[config.mk]
export PLATFORM = sky130hd
export DESIGN_NAME = ascii_range_frame_parser
export DESIGN_NICKNAME = d
export VERILOG_FILES = /design/src/rtl/core/arfp_pkg.sv /design/src/rtl/core/ascii_range_frame_parser.sv
export VERILOG_INCLUDE_DIRS = /design/src /design/src/rtl/core
export SDC_FILE = /design/constraint.sdc
export NUM_CORES = 1
export LEC_CHECK = 0
export ABC_AREA = 1
export BUFFER_PORTS_ARGS = -buffer_cell sky130_fd_sc_hd__clkbuf_2
export CORE_UTILIZATION = 31
export DETAILED_ROUTE_END_ITERATION = 12
export SETUP_SLACK_MARGIN = 0.05
export SLEW_MARGIN = 0
export SYNTH_ARGS = -nofsm -noshare
export SYNTH_HDL_FRONTEND = slang
export SYNTH_SLANG_ARGS = --single-unit
[constraint.sdc]
create_clock -name clk -period 5.3 [get_ports clk]
set_clock_uncertainty 0.2 [all_clocks]
set_input_delay 0.265 -clock clk [delete_from_list [all_inputs] [get_ports clk]]
set_output_delay 0.265 -clock clk [all_outputs]
set_load 0.05 [all_outputs]
[src/rtl/core/ascii_range_frame_parser_macros.svh]
// ----------------------------------------------------------------------------
// Assertion macros for the rangefinder frame parser
// Concurrent checks clocked on clk and disabled while rst_n is low.
// ----------------------------------------------------------------------------
`ifndef ASCII_RANGE_FRAME_PARSER_MACROS_SVH
`define ASCII_RANGE_FRAME_PARSER_MACROS_SVH

`ifndef SYNTHESIS
// A property that must hold at every clock edge out of reset.
`define ARFP_ASSERT(label, prop, msg) \
    label: assert property (@(posedge clk) disable iff (!rst_n) (prop)) else $error(msg);
// An implication checked at the same edge.
`define ARFP_ASSERT_IMP(label, ante, cons, msg) \
    label: assert property (@(posedge clk) disable iff (!rst_n) (ante) |-> (cons)) \
        else $error(msg);
// An implication whose consequent is checked at the next edge.
`define ARFP_ASSERT_NEXT(label, ante, cons, msg) \
    label: assert property (@(posedge clk) disable iff (!rst_n) (ante) |=> (cons)) \
        else $error(msg);
`else
`define ARFP_ASSERT(label, prop, msg)
`define ARFP_ASSERT_IMP(label, ante, cons, msg)
`define ARFP_ASSERT_NEXT(label, ante, cons, msg)
`endif

`endif

[src/rtl/core/arfp_pkg.sv]
// ----------------------------------------------------------------------------
// Rangefinder frame parser package
// Byte codes, parser phases, event codes, register indexes and defaults.
// ----------------------------------------------------------------------------
`timescale 1ns / 1ps

package arfp_pkg;

    // Default digit limits of the two numeric fields.
    localparam int DIST_DIGITS_DEF = 5;
    localparam int CONF_DIGITS_DEF = 2;

    // Field widths.
    localparam int DIST_W = 16;
    localparam int CONF_W = 7;
    localparam int CNT_W  = 32;
    localparam int CFG_W  = 16;
    localparam int IDX_W  = 2;

    typedef logic [1:0] event_t;
    typedef logic [1:0] phase_t;

    // Bytes of the frame syntax.
    localparam logic [7:0] BYTE_SPACE = 8'h20;
    localparam logic [7:0] BYTE_COMMA = 8'h2C;
    localparam logic [7:0] BYTE_LF    = 8'h0A;
    localparam logic [7:0] BYTE_CR    = 8'h0D;
    localparam logic [7:0] BYTE_ZERO  = 8'h30;
    localparam logic [7:0] BYTE_NINE  = 8'h39;

    // Parser phases.
    localparam phase_t PH_HEAD = 2'd0;
    localparam phase_t PH_DIST = 2'd1;
    localparam phase_t PH_SEP  = 2'd2;
    localparam phase_t PH_CONF = 2'd3;

    // Result events.
    localparam event_t EV_NONE = 2'd0;
    localparam event_t EV_GOOD = 2'd1;
    localparam event_t EV_BAD  = 2'd2;

    // Configuration register indexes.
    localparam logic [IDX_W-1:0] REG_MIN_DIST  = 2'd0;
    localparam logic [IDX_W-1:0] REG_MAX_DIST  = 2'd1;
    localparam logic [IDX_W-1:0] REG_MAX_CONF  = 2'd2;
    localparam logic [IDX_W-1:0] REG_JUMP_THR  = 2'd3;

    // Register reset values.
    localparam logic [DIST_W-1:0] MIN_DIST_RST = 16'd0;
    localparam logic [DIST_W-1:0] MAX_DIST_RST = 16'hFFFF;
    localparam logic [CONF_W-1:0] MAX_CONF_RST = 7'd99;
    localparam logic [DIST_W-1:0] JUMP_THR_RST = 16'd200;

endpackage

[src/rtl/core/ascii_range_frame_parser.sv]
// ----------------------------------------------------------------------------
// ASCII rangefinder frame parser
// Parses " <distance>, <confidence>\n" frames one byte at a time.
// ----------------------------------------------------------------------------
// Usage:
// Bytes from the sensor link enter on the input channel (in_valid, in_stall,
// rx_data). Every accepted byte, a carriage return included, yields exactly
// one result request on the output channel: the event code, the held
// distance and confidence, the per-frame jump flags and both frame counts.
// A byte is first captured in an input register; the parse, the limit check
// and the jump compare are done in one pass from that register into the
// result register, which drives out_valid. One byte is accepted every cycle
// while the receiver keeps out_stall low. When the receiver stalls, the
// result register holds its request and the input register takes one more
// byte; then in_stall rises until the result is taken. Reset clears the
// parser to the header wait, zeroes the held values and counters, loads the
// register defaults and drops both valids. Configuration writes on cfg_wen
// take effect at the next edge; the user must make them only while the
// block is idle, which the block itself does not enforce.
// ----------------------------------------------------------------------------
`timescale 1ns / 1ps
`include "ascii_range_frame_parser_macros.svh"

module ascii_range_frame_parser #(
    parameter int DIST_DIGITS = arfp_pkg::DIST_DIGITS_DEF,
    parameter int CONF_DIGITS = arfp_pkg::CONF_DIGITS_DEF
) (
    input  logic                          clk,
    input  logic                          rst_n,
    // Configuration write port.
    input  logic                          cfg_wen,
    input  logic [arfp_pkg::IDX_W-1:0]    cfg_index,
    input  logic [arfp_pkg::CFG_W-1:0]    cfg_data,
    // Byte input channel.
    input  logic                          in_valid,
    output logic                          in_stall,
    input  logic [7:0]                    rx_data,
    // Result channel.
    output logic                          out_valid,
    input  logic                          out_stall,
    output logic [1:0]                    event_res,
    output logic [arfp_pkg::DIST_W-1:0]   distance,
    output logic [arfp_pkg::CONF_W-1:0]   confidence,
    output logic                          jump_up,
    output logic                          jump_down,
    output logic [arfp_pkg::CNT_W-1:0]    good_frames,
    output logic [arfp_pkg::CNT_W-1:0]    bad_frames
);

    import arfp_pkg::*;

    localparam int DCNT_W = $clog2(DIST_DIGITS + 1);
    localparam int CCNT_W = $clog2(CONF_DIGITS + 1);

    // Configuration registers.
    logic [DIST_W-1:0] min_dist_reg;
    logic [DIST_W-1:0] max_dist_reg;
    logic [CONF_W-1:0] max_conf_reg;
    logic [DIST_W-1:0] jump_thr_reg;

    // Input register.
    logic              s1_valid_reg;
    logic [7:0]        s1_byte_reg;

    // Parser state.
    phase_t            phase_reg,       phase_next;
    logic [DIST_W-1:0] dist_accum_reg,  dist_accum_next;
    logic [DCNT_W-1:0] dist_digits_reg, dist_digits_next;
    logic [CONF_W-1:0] conf_accum_reg,  conf_accum_next;
    logic [CCNT_W-1:0] conf_digits_reg, conf_digits_next;
    logic [DIST_W-1:0] prior_dist_reg,  prior_dist_next;
    logic              prior_valid_reg, prior_valid_next;
    logic [DIST_W-1:0] held_dist_reg,   held_dist_next;
    logic [CONF_W-1:0] held_conf_reg,   held_conf_next;
    logic [CNT_W-1:0]  good_count_reg,  good_count_next;
    logic [CNT_W-1:0]  bad_count_reg,   bad_count_next;

    // Result register.
    logic              out_valid_reg;
    event_t            event_reg,       event_next;
    logic              jump_up_reg,     jump_up_next;
    logic              jump_down_reg,   jump_down_next;

    // Handshake control.
    logic              out_ready;
    logic              s1_adv;
    logic              in_accept;

    // Datapath helpers.
    logic              is_digit;
    logic [3:0]        digit_val;
    logic [DIST_W+3:0] dist_prod;
    logic [CONF_W+3:0] conf_prod;
    logic              frame_ok;

    // The result register frees when empty or when its request is taken.
    assign out_ready = !out_valid_reg || !out_stall;
    assign s1_adv    = s1_valid_reg && out_ready;
    assign in_stall  = s1_valid_reg && !out_ready;
    assign in_accept = in_valid && !in_stall;

    // Configuration writes.
    always_ff @(posedge clk or negedge rst_n)
    begin
        if (!rst_n)
        begin
            min_dist_reg <= MIN_DIST_RST;
            max_dist_reg <= MAX_DIST_RST;
            max_conf_reg <= MAX_CONF_RST;
            jump_thr_reg <= JUMP_THR_RST;
        end
        else if (cfg_wen)
        begin
            case (cfg_index)
                REG_MIN_DIST: min_dist_reg <= cfg_data;
                REG_MAX_DIST: max_dist_reg <= cfg_data;
                REG_MAX_CONF: max_conf_reg <= cfg_data[CONF_W-1:0];
                REG_JUMP_THR: jump_thr_reg <= cfg_data;
                default:      ;
            endcase
        end
    end

    // Input register: valid is control, the byte is payload.
    always_ff @(posedge clk or negedge rst_n)
    begin
        if (!rst_n)
        begin
            s1_valid_reg <= 1'b0;
        end
        else if (in_accept)
        begin
            s1_valid_reg <= 1'b1;
        end
        else if (s1_adv)
        begin
            s1_valid_reg <= 1'b0;
        end
    end

    always_ff @(posedge clk)
    begin
        if (in_accept)
        begin
            s1_byte_reg <= rx_data;
        end
    end

    // Digit decode and the times-ten accumulators, which wrap at field width.
    always_comb
    begin
        is_digit  = s1_byte_reg inside {[BYTE_ZERO:BYTE_NINE]};
        digit_val = s1_byte_reg[3:0];
        dist_prod = (DIST_W+4)'(dist_accum_reg) * (DIST_W+4)'(10)
                    + (DIST_W+4)'(digit_val);
        conf_prod = (CONF_W+4)'(conf_accum_reg) * (CONF_W+4)'(10)
                    + (CONF_W+4)'(digit_val);
        frame_ok  = (dist_accum_reg >= min_dist_reg) && (dist_accum_reg <= max_dist_reg)
                    && (conf_accum_reg != '0) && (conf_accum_reg <= max_conf_reg);
    end

    // Parser next state for the byte in the input register.
    always_comb
    begin
        phase_next       = phase_reg;
        dist_accum_next  = dist_accum_reg;
        dist_digits_next = dist_digits_reg;
        conf_accum_next  = conf_accum_reg;
        conf_digits_next = conf_digits_reg;
        prior_dist_next  = prior_dist_reg;
        prior_valid_next = prior_valid_reg;
        held_dist_next   = held_dist_reg;
        held_conf_next   = held_conf_reg;
        event_next       = EV_NONE;
        jump_up_next     = 1'b0;
        jump_down_next   = 1'b0;

        if (s1_byte_reg != BYTE_CR)
        begin
            case (phase_reg)
                PH_HEAD:
                begin
                    if (s1_byte_reg == BYTE_SPACE)
                    begin
                        phase_next       = PH_DIST;
                        dist_accum_next  = '0;
                        dist_digits_next = '0;
                    end
                end
                PH_DIST:
                begin
                    if (s1_byte_reg == BYTE_COMMA && dist_digits_reg != '0)
                    begin
                        phase_next = PH_SEP;
                    end
                    else if (is_digit && dist_digits_reg < DCNT_W'(DIST_DIGITS))
                    begin
                        dist_accum_next  = dist_prod[DIST_W-1:0];
                        dist_digits_next = dist_digits_reg + DCNT_W'(1);
                    end
                    else
                    begin
                        phase_next = PH_HEAD;
                        event_next = EV_BAD;
                    end
                end
                PH_SEP:
                begin
                    if (s1_byte_reg == BYTE_SPACE)
                    begin
                        phase_next       = PH_CONF;
                        conf_accum_next  = '0;
                        conf_digits_next = '0;
                    end
                    else
                    begin
                        phase_next = PH_HEAD;
                        event_next = EV_BAD;
                    end
                end
                PH_CONF:
                begin
                    if (s1_byte_reg == BYTE_LF && conf_digits_reg != '0)
                    begin
                        phase_next = PH_HEAD;
                        if (frame_ok)
                        begin
                            held_dist_next = dist_accum_reg;
                            held_conf_next = conf_accum_reg;
                            // Jumps are measured against the previous good frame only.
                            if (prior_valid_reg)
                            begin
                                if (dist_accum_reg > prior_dist_reg
                                    && (dist_accum_reg - prior_dist_reg) >= jump_thr_reg)
                                begin
                                    jump_up_next = 1'b1;
                                end
                                else if (prior_dist_reg > dist_accum_reg
                                    && (prior_dist_reg - dist_accum_reg) >= jump_thr_reg)
                                begin
                                    jump_down_next = 1'b1;
                                end
                            end
                            prior_dist_next  = dist_accum_reg;
                            prior_valid_next = 1'b1;
                            event_next       = EV_GOOD;
                        end
                        else
                        begin
                            event_next = EV_BAD;
                        end
                    end
                    else if (is_digit && conf_digits_reg < CCNT_W'(CONF_DIGITS))
                    begin
                        conf_accum_next  = conf_prod[CONF_W-1:0];
                        conf_digits_next = conf_digits_reg + CCNT_W'(1);
                    end
                    else
                    begin
                        phase_next = PH_HEAD;
                        event_next = EV_BAD;
                    end
                end
                default:
                begin
                    phase_next = PH_HEAD;
                end
            endcase
        end
    end

    // Frame counters follow the event of this byte.
    always_comb
    begin
        good_count_next = good_count_reg;
        bad_count_next  = bad_count_reg;
        if (event_next == EV_GOOD)
        begin
            good_count_next = good_count_reg + CNT_W'(1);
        end
        else if (event_next == EV_BAD)
        begin
            bad_count_next = bad_count_reg + CNT_W'(1);
        end
    end

    // Parser state and the result register advance together.
    always_ff @(posedge clk or negedge rst_n)
    begin
        if (!rst_n)
        begin
            phase_reg       <= PH_HEAD;
            dist_accum_reg  <= '0;
            dist_digits_reg <= '0;
            conf_accum_reg  <= '0;
            conf_digits_reg <= '0;
            prior_dist_reg  <= '0;
            prior_valid_reg <= 1'b0;
            held_dist_reg   <= '0;
            held_conf_reg   <= '0;
            good_count_reg  <= '0;
            bad_count_reg   <= '0;
            event_reg       <= EV_NONE;
            jump_up_reg     <= 1'b0;
            jump_down_reg   <= 1'b0;
        end
        else if (s1_adv)
        begin
            phase_reg       <= phase_next;
            dist_accum_reg  <= dist_accum_next;
            dist_digits_reg <= dist_digits_next;
            conf_accum_reg  <= conf_accum_next;
            conf_digits_reg <= conf_digits_next;
            prior_dist_reg  <= prior_dist_next;
            prior_valid_reg <= prior_valid_next;
            held_dist_reg   <= held_dist_next;
            held_conf_reg   <= held_conf_next;
            good_count_reg  <= good_count_next;
            bad_count_reg   <= bad_count_next;
            event_reg       <= event_next;
            jump_up_reg     <= jump_up_next;
            jump_down_reg   <= jump_down_next;
        end
    end

    // Result valid: set on load, cleared when taken.
    always_ff @(posedge clk or negedge rst_n)
    begin
        if (!rst_n)
        begin
            out_valid_reg <= 1'b0;
        end
        else if (s1_adv)
        begin
            out_valid_reg <= 1'b1;
        end
        else if (!out_stall)
        begin
            out_valid_reg <= 1'b0;
        end
    end

    // The held values and counters change only on a result load.
    assign out_valid   = out_valid_reg;
    assign event_res   = event_reg;
    assign distance    = held_dist_reg;
    assign confidence  = held_conf_reg;
    assign jump_up     = jump_up_reg;
    assign jump_down   = jump_down_reg;
    assign good_frames = good_count_reg;
    assign bad_frames  = bad_count_reg;

    // Checks.
    `ARFP_ASSERT_IMP(a_jump_on_good, jump_up_reg || jump_down_reg, event_reg == EV_GOOD, "jump flag without a good frame")
    `ARFP_ASSERT(a_jump_exclusive, !(jump_up_reg && jump_down_reg), "both jump flags set")
    `ARFP_ASSERT(a_dist_digits, dist_digits_reg <= DCNT_W'(DIST_DIGITS), "distance digit count overrun")
    `ARFP_ASSERT_IMP(a_sep_has_digit, phase_reg == PH_SEP, dist_digits_reg != '0, "separator phase without distance digit")
    `ARFP_ASSERT_NEXT(a_stall_holds, out_valid_reg && out_stall, out_valid_reg && $stable(good_count_reg) && $stable(bad_count_reg), "stalled result changed")

endmodule
* After elaboration in Yosys (flattened, before gate mapping) *
Cells that the tools add are included.

cells by class
  add/subtract/negate cells = 8
  reductions and logical operators = 36
  multiplexer cells = 48
  multipliers = 2
  bitwise logic cells = 1
  equal/unequal tests = 21
  magnitude comparators = 11

operators with widths
  cell                                                                    number
  32-bit by 1-bit adder with 32-bit output (second input constant)        2
  16-bit >= comparator                                                    3
  16-bit two-way mux                                                      3
  16-bit > comparator                                                     2
  2-bit two-way mux                                                       16
  16-bit one-hot mux with 2 select lines                                  1
  16-bit subtractor                                                       2
  7-bit two-way mux                                                       3
  1-bit two-way mux                                                       17
  16-bit by 4-bit adder with 16-bit output                                1
  8-bit by 6-bit equality test with 1-bit output (second input constant)  2
  16-bit <= comparator                                                    1
  16-bit by 3-bit multiplier with 15-bit output (second input constant)   1
  7-bit one-hot mux with 2 select lines                                   1
  1-bit logical AND                                                       13
  2-bit != test (second input constant)                                   6
  6-bit AND reduction                                                     2
  2-bit equality test (second input constant)                             5
  2-bit AND reduction                                                     5
  5-bit AND reduction                                                     2
  3-bit two-way mux                                                       3
  8-bit by 4-bit equality test with 1-bit output (second input constant)  1
  8-bit by 6-bit >= comparator with 1-bit output (second input constant)  1
  8-bit by 6-bit <= comparator with 1-bit output (second input constant)  1
  other kinds (23)                                                        33

storage, ports and cells
  bits of input ports = 31
  register bits after elaboration = 187
  word-level logic and storage cells = 147

* Longest topological paths before layout *
Gate-level depths: netlist (run 1).

  word-level depth = 11
  mapped depth = 24
  gate-level depth less buffers = 24

* Least setup slack after synthesis (run 1) *
No wires, ideal clock.

  path kind = reg2reg
  from = register distance[2] (netlist name)
  to = register jump_down_reg, in the netlist jump_down
  buffers on the path = 1
  cell stages (with the launch flop) = 22
  path slack = 1.908 ns
  library setup time = 0.066 ns
  data required time = 5.034 ns
  period minus slack after synthesis = 3.392 ns
  arrival = 3.126 ns
  cell sequence = dfrtp_1 -> inv_1 -> ha_1 -> buf_2 -> nand2_1 -> o21ai_0 -> a21oi_1 -> o21ai_0 -> xnor2_1 -> inv_1 -> ha_1 -> nand2_1 -> inv_1 -> o21bai_1 -> nand2_1 -> a21oi_1 -> nand3_1 -> nand2_1 -> nand3_1 -> nor2_1 -> nand4_1 -> nand2_1

RTL lines
  element               line                             RTL
  to (signal assigned)  ascii_range_frame_parser.sv:322  jump_down_reg <= jump_down_next;
  to (decl)             ascii_range_frame_parser.sv:82   logic jump_down_reg, jump_down_next;

* Worst setup path in the final report (run 1) *
  from = register dist_accum_reg[0]
  to = register jump_down_reg, in the netlist jump_down

on the way
  word-level cells in the longest chain between the ends = 10
  elaborated cells between the ends (all ways) = 20
  those cells by class = add/sub (2); order compare (6); mux (7); reduce/logical (5)

ends and longest elaborated chain
  element                 line                             RTL
  from (decl)             ascii_range_frame_parser.sv:67   logic [DIST_W-1:0] dist_accum_reg, dist_accum_next;
  from (signal assigned)  ascii_range_frame_parser.sv:310  dist_accum_reg <= dist_accum_next;
  16-bit subtractor       ascii_range_frame_parser.sv:239  && (prior_dist_reg - dist_accum_reg) >= jump_thr_reg)
  16-bit >= comparator    ascii_range_frame_parser.sv:239
  1-bit logical AND       ascii_range_frame_parser.sv:239
  1-bit two-way mux       ascii_range_frame_parser.sv:238  else if (prior_dist_reg > dist_accum_reg
  1-bit two-way mux       ascii_range_frame_parser.sv:233  if (dist_accum_reg > prior_dist_reg
  1-bit two-way mux       ascii_range_frame_parser.sv:231  if (prior_valid_reg)
  1-bit two-way mux (*)   ascii_range_frame_parser.sv:226  if (frame_ok)
  1-bit two-way mux (*)   ascii_range_frame_parser.sv:223  if (s1_byte_reg == BYTE_LF && conf_digits_reg != '0)
  1-bit two-way mux (*)   ascii_range_frame_parser.sv:180  case (phase_reg)
  1-bit two-way mux (*)   ascii_range_frame_parser.sv:178  if (s1_byte_reg != BYTE_CR)

Mark *: on every way between the ends. The rest lies on a longest branch, timed or not.
A chain may end at the register's enable or synchronous reset.

==> flow_summary.json, run 1 <==
{
  "rows": 77,
  "drive_gt1_frac": 0.124,
  "antennaDiodeCount": 0,
  "area_delta_synth_final_pct": 14.1,
  "ant_nets": 0,
  "r2r_slack_ns": 1.45,
  "clockBufferDepth": 2,
  "ys.flop_type": "dfrtp_1",
  "maxSlewViolCount": 0,
  "hold_class": "primary input to asynchronous set/reset pin",
  "syn_area_um2": 13900,
  "power_leakage_nw": 8.10,
  "ys_top_cells_by_count": "516 x nand2_1, 272 x inv_1, 156 x dfrtp_1",
  "synth_top_area_frac": 0.281,
  "critical_path_required_ns": 5.45,
  "synth-seq-area-share": 0.342,
  "num_vias": 12400,
  "start_util": 0.314,
  "synth.net_count": 2037,
  "arrival_ns": 3.99,
  "setup_viol": 0,
  "track_usage": 0.179,
  "pre_cts_slack_ns": 1.45,
  "first_global_vias": 12000,
  "finalWirelength_mm": 39.8,
  "nets": 2158,
  "die_h_um": 214,
  "worstReg2RegStart": "dist_accum_reg[0]",
  "stdcell_count": 2586,
  "synthArstFlopShare": 0.957,
  "setup-tns-final_ns": 0,
  "core-area_um2": 44200,
  "ios": 124,
  "cts.sinks": 187,
  "rsz0062_at_grt": "no",
  "placed_cell_area_um2": 15100,
  "p_total_mw": 6.19,
  "finalInstanceArea_um2": 15900,
  "synth_most_common_cell": "nand2_1",
  "grt_first_pass_wirelength_mm": 63.9,
  "dp_hpwl_mm": 31.3,
  "p_per_area_nw_per_um2": 390,
  "finalCritPeriodShare": 0.726,
  "root_buffer": "clkbuf_16",
  "ys_ff_latch": 187,
  "synthTopCellsByArea": "dfrtp_1 28%, nand2_1 14%, ha_1 13%",
  "design.die.area_um2": 45700,
  "dp.cells": 2532,
  "drt-initial-drc-count": 768,
  "startpoint_type": "register",
  "fmax_ghz": 0.260,
  "synth_cells": 1860,
  "place_congestion": 0.917,
  "synthDistinctLibCells": 53,
  "grt.overflow.total": 0,
  "tightest_slew_ns": 1.21,
  "port-buffer-count": 123,
  "finalWorstSetupSlack_ns": 1.45,
  "yosysWarningCount": 0,
  "r2r-end": "jump_down",
  "maxCapViolCount": 0,
  "clkLatencyLatePin_ns": 0.46,
  "finalHoldViolCount": 0,
  "vdd_drop_max_mv": 0.184,
  "fin_hold_ws_ns": 0.0291,
  "clk_pin_slew_worst_paths_ns": 0.08,
  "path_class": "register to register",
  "relSlewSlack": 0.193,
  "cts_buffers": 17,
  "cts_tree": "yes",
  "syn_area_per_cell_um2": 7.47,
  "drc_errors": 0,
  "ctsHtreeMaxLevel": 4,
  "via_per_inst": 4.80,
  "period_needed_ns": 3.85,
  "endpoint_kind": "register",
  "utilization": 0.359,
  "antenna_found_initial": 0,
  "synth_edf_count": 8,
  "wl_per_cell_um": 15.4,
  "reg2regPathDepth": 21,
  "grt_max_degree": 152,
  "first_pass_iters": 5,
  "crit_fanout": 5,
  "status": "finished clean",
  "synth_top_area_cell": "dfrtp_1",
  "dieWidth_um": 214
}
==> worst max path at each step <==
stage,cells after the start,from,to
after detailed placement,21,dist_accum_reg[0],jump_down
after global routing,21,dist_accum_reg[1],jump_down
after CTS,21,dist_accum_reg[0],jump_down
final,21,dist_accum_reg[0],jump_down
after floorplan,21,distance[2],jump_down
after global placement,21,dist_accum_reg[0],jump_down
==> critical path, stage by stage (launching register included) <==
cell	delay, ns
dfrtp_1	0.46
inv_1	0.21
ha_1	0.21
inv_1	0.06
fa_1	0.40
nand2_1	0.09
nand2_1	0.09
nand2_1	0.08
nand3_1	0.18
a21oi_1	0.22
xor2_1	0.17
inv_1	0.07
ha_1	0.27
nand2_1	0.09
nor3_1	0.31
nand3_1	0.12
nand3_1	0.10
nand2_1	0.10
nand3_1	0.12
nor2_1	0.05
nand4_1	0.07
nand2_1	0.07
==> logic make-up (layout without fill, tap and decap cells) <==
| kind of cell | count (synthesis) | after routing | share of synthesized area |
|---|---|---|---|
| AOI/OAI and AO/OA | 237 | 237 | 0.0935 |
| buffers and inverters | 332 | 466 | 0.0949 |
| DFF | 187 | 187 | 0.342 |
| and+or+nand+nor | 885 | 885 | 0.289 |
| adders and majority gates | 146 | 146 | 0.135 |
| xor gates and xnor gates | 73 | 73 | 0.0460 |
==> per-layer routing <==
layer / up-vias / GRT usage / routed length (µm)
met3: 52 / 0.0268 / 1300
met4: 0 / 0.0704 / 1190
met2: 233 / 0.291 / 18800
met5: - / 0 / 0
li1: 6279 / - / -
met1: 5845 / 0.239 / 18500
==> layout make-up <==
| cell class | instances | area (µm²) |
|---|---|---|
| multi-input cells | 1341 | 7830 |
| flip-flops and latches | 187 | 4750 |
| repair buffers | 147 | 870 |
| clock inverters | 14 | 156 |
| well taps | 592 | 741 |
| inverters | 287 | 1080 |
| fillers | 4598 | 28400 |
| clock buffers | 18 | 439 |
==> layout by cell type, fill, tap and decap left out, types with 17 or more instances in the layout <==
master         instances
a21oi_1               76
nand2_1              516
o21ai_0               89
dlygate4sd3_1         22
clkbuf_16             17
inv_1                272
nand3_1               84
clkbuf_2             122
nor3_1                31
o21ai_1               32
dfrtp_1              156
ha_1                 140
dfstp_2               23
nor2_1               102
xor2_1                52
xnor2_1               21
nand4_1               84
==> where the power goes <==
| group | internal [mW] | switching, mW | leakage (nW) |
|---|---|---|---|
| logic | 1.07 | 2.01 | 5.43 |
| registers | 1.60 | 0.175 | 2.37 |
| clock network | 0.682 | 0.646 | 0.293 |
| total | 3.36 | 2.84 | 8.10 |
==> what timing repair did <==
action,in CTS,in global routing
buffers inserted,0,0
hold buffers,22,0
resized for setup,0,0
hold endpoints to repair,66,0
setup endpoints to repair,0,0
(Power assumes the default switching activity.)
==> run 2, diff against run 1 <==
==> constraint.sdc (replaced) <==
create_clock -name clk -period 3.7 [get_ports clk]
set_clock_uncertainty 0.2 [all_clocks]
set_input_delay 0.185 -clock clk [delete_from_list [all_inputs] [get_ports clk]]
set_output_delay 0.185 -clock clk [all_outputs]
set_load 0.05 [all_outputs]
==> run 2 against run 1 <==
  * Sequential power rose by 40%
  * Global-route usage grew 0.25 points
  * Hold slack gained 0.068 ns
  * Non-clock buffer count rose by 37
  * Count of clock-buffer cells in the layout down 1
  * Critical endpoint unchanged
==> flow_summary.json, run 2 (synthesis gave the netlist of run 1 again) <==
{
  "status": "finished clean",
  "fmax_ghz": 0.293,
  "tightest_slew_ns": 0.833,
  "drc_errors": 0,
  "period_needed_ns": 3.41,
  "setup-tns-final_ns": 0,
  "grt_max_degree": 86,
  "grt.overflow.total": 0,
  "start_util": 0.314,
  "critical_path_required_ns": 3.91,
  "drive_gt1_frac": 0.154,
  "relSlewSlack": 0.445,
  "design.die.area_um2": 45700,
  "ant_nets": 0,
  "via_per_inst": 4.81,
  "cts_tree": "yes",
  "fillerInstances": 4629,
  "finalCritPeriodShare": 0.922,
  "place_congestion": 0.903,
  "reg2regPathDepth": 22,
  "nets": 2195,
  "netSwitchingFraction": 0.459,
  "track_usage": 0.182,
  "antennaDiodeCount": 0,
  "sequentialPowerShare": 0.277,
  "dp_hpwl_mm": 32.2,
  "finalWirelength_mm": 40.6,
  "startpoint_type": "register",
  "arrival_ns": 3.62,
  "maxCapViolCount": 0,
  "finalHoldViolCount": 0,
  "layout_common_cells": "513 x nand2_1, 271 x inv_1, 150 x dfrtp_1, 133 x ha_1, 122 x clkbuf_2",
  "p_clk_frac": 0.205,
  "crit_fanout": 4,
  "wl_per_cell_um": 15.5,
  "p_per_area_nw_per_um2": 554,
  "setup_viol": 0,
  "port-buffer-count": 123,
  "first_global_vias": 12100,
  "num_vias": 12600,
  "endpoint_kind": "register",
  "ios": 124,
  "ctsHtreeMaxLevel": 4,
  "p_comb_frac": 0.518,
  "final_common_cell": "nand2_1",
  "cts_buffers": 17,
  "maxSlewViolCount": 0,
  "area_delta_synth_final_pct": 17.2,
  "grt_first_pass_wirelength_mm": 64.5,
  "p_sw_mw": 4.15,
  "first_pass_iters": 5,
  "root_buffer": "clkbuf_16",
  "vdd_drop_max_mv": 0.406,
  "antenna_found_initial": 0,
  "dieWidth_um": 214,
  "hold_class": "primary input to register",
  "cts.sinks": 187,
  "p_int_mw": 4.88,
  "drt-initial-drc-count": 712,
  "hold_depth": 5,
  "die_h_um": 214,
  "rows": 77,
  "finalWorstSetupSlack_ns": 0.287,
  "clkLatencyLatePin_ns": 0.47,
  "clk_pin_slew_worst_paths_ns": 0.08,
  "pre_cts_slack_ns": 0.0638,
  "path_class": "register to register",
  "power_leakage_nw": 8.27,
  "rsz0062_at_grt": "no",
  "core-area_um2": 44200,
  "clockBufferDepth": 2
}
==> run 2: changes by cell type in the layout (fill, tap and decap cells not counted), sizes merged, moves of 2 or more <==
cell and change:
buf +30, clkinv -2, inv +3, dlygate4sd3 +7
==> run 2: cell type report <==
type	count	area (µm²)	area share
Multi-Input combinational cell	1341	7960	0.489
Sequential cell	187	4760	0.292
Timing Repair Buffer	184	1180	0.0723
Inverter	287	1080	0.0663
Tap cell	592	741	0.0455
Clock buffer	17	425	0.0261
Clock inverter	15	153	0.00937
==> run 2: worst paths after layout <==
path	startpoint	to	slack [ns]
max in group asynchronous	rst_n	jump_thr_reg[7]	2.24
min in group asynchronous	rst_n	bad_frames[20]	0.13
max	distance[0]	jump_down	0.29
min reg2reg	min_dist_reg[5]	min_dist_reg[5]	0.29
min	cfg_index[0]	jump_thr_reg[6]	0.1
max reg2reg	distance[0]	jump_down	0.29
==> run 2: stage by stage <==
step	area (µm²)	util	total power, mW	cells	hold WS (ns)
4_1_cts	16100	0.365	8.96	2618	0.0635
3_3_place_gp	15300	0.345	7.00	2557	0.105
3_5_place_dp	15300	0.345	7.03	2557	0.109
6_report	16300	0.368	9.03	2623	0.0970
2_1_floorplan	13900	-	5.82	1860	-0.311
5_1_grt	16300	0.368	9.89	2623	0.122
==> run 2: per-layer routing <==
metal | GRT usage | wire length (µm) | vias up
li1 | - | - | 6355
met1 | 0.239 | 19000 | 5968
met2 | 0.296 | 18900 | 230
met3 | 0.0293 | 1270 | 59
met4 | 0.0741 | 1400 | 0
met5 | 0 | 0 | -
==> run 2: critical path, cell delays in order, from the launching register on <==
cell       delay [ns]
dfrtp_2          0.45
inv_1            0.07
ha_1             0.18
inv_1            0.09
fa_2             0.38
nand3_1          0.13
o2111ai_2        0.19
nand2_1          0.11
o211ai_1         0.12
xor2_1           0.17
ha_1             0.29
nand2_1          0.05
inv_1            0.06
nand3_1          0.12
a21oi_1          0.18
nor2_2           0.07
nand3_1          0.08
nand2_1          0.06
clkinv_1         0.05
nand3_1          0.06
nor2_1           0.09
nand4_1          0.08
nand2_1          0.09
==> run 2: repair_timing <==
action / 4_1_cts / 5_1_grt
hold buffers: 29 / 0
pin swaps: 0 / 3
hold endpoints to repair: 141 / 0
setup endpoints to repair: 1 / 2
gates resized for setup: 1 / 39
setup buffers: 0 / 5
==> run 2: power groups by stage <==
stage	registers (mW)	logic (mW)	clock network (mW)
6_report	2.50	4.68	1.85
4_1_cts	2.49	4.56	1.91
2_1_floorplan	2.59	3.23	0
3_5_place_dp	2.53	4.50	0
3_3_place_gp	2.52	4.49	0
5_1_grt	2.53	5.38	1.98
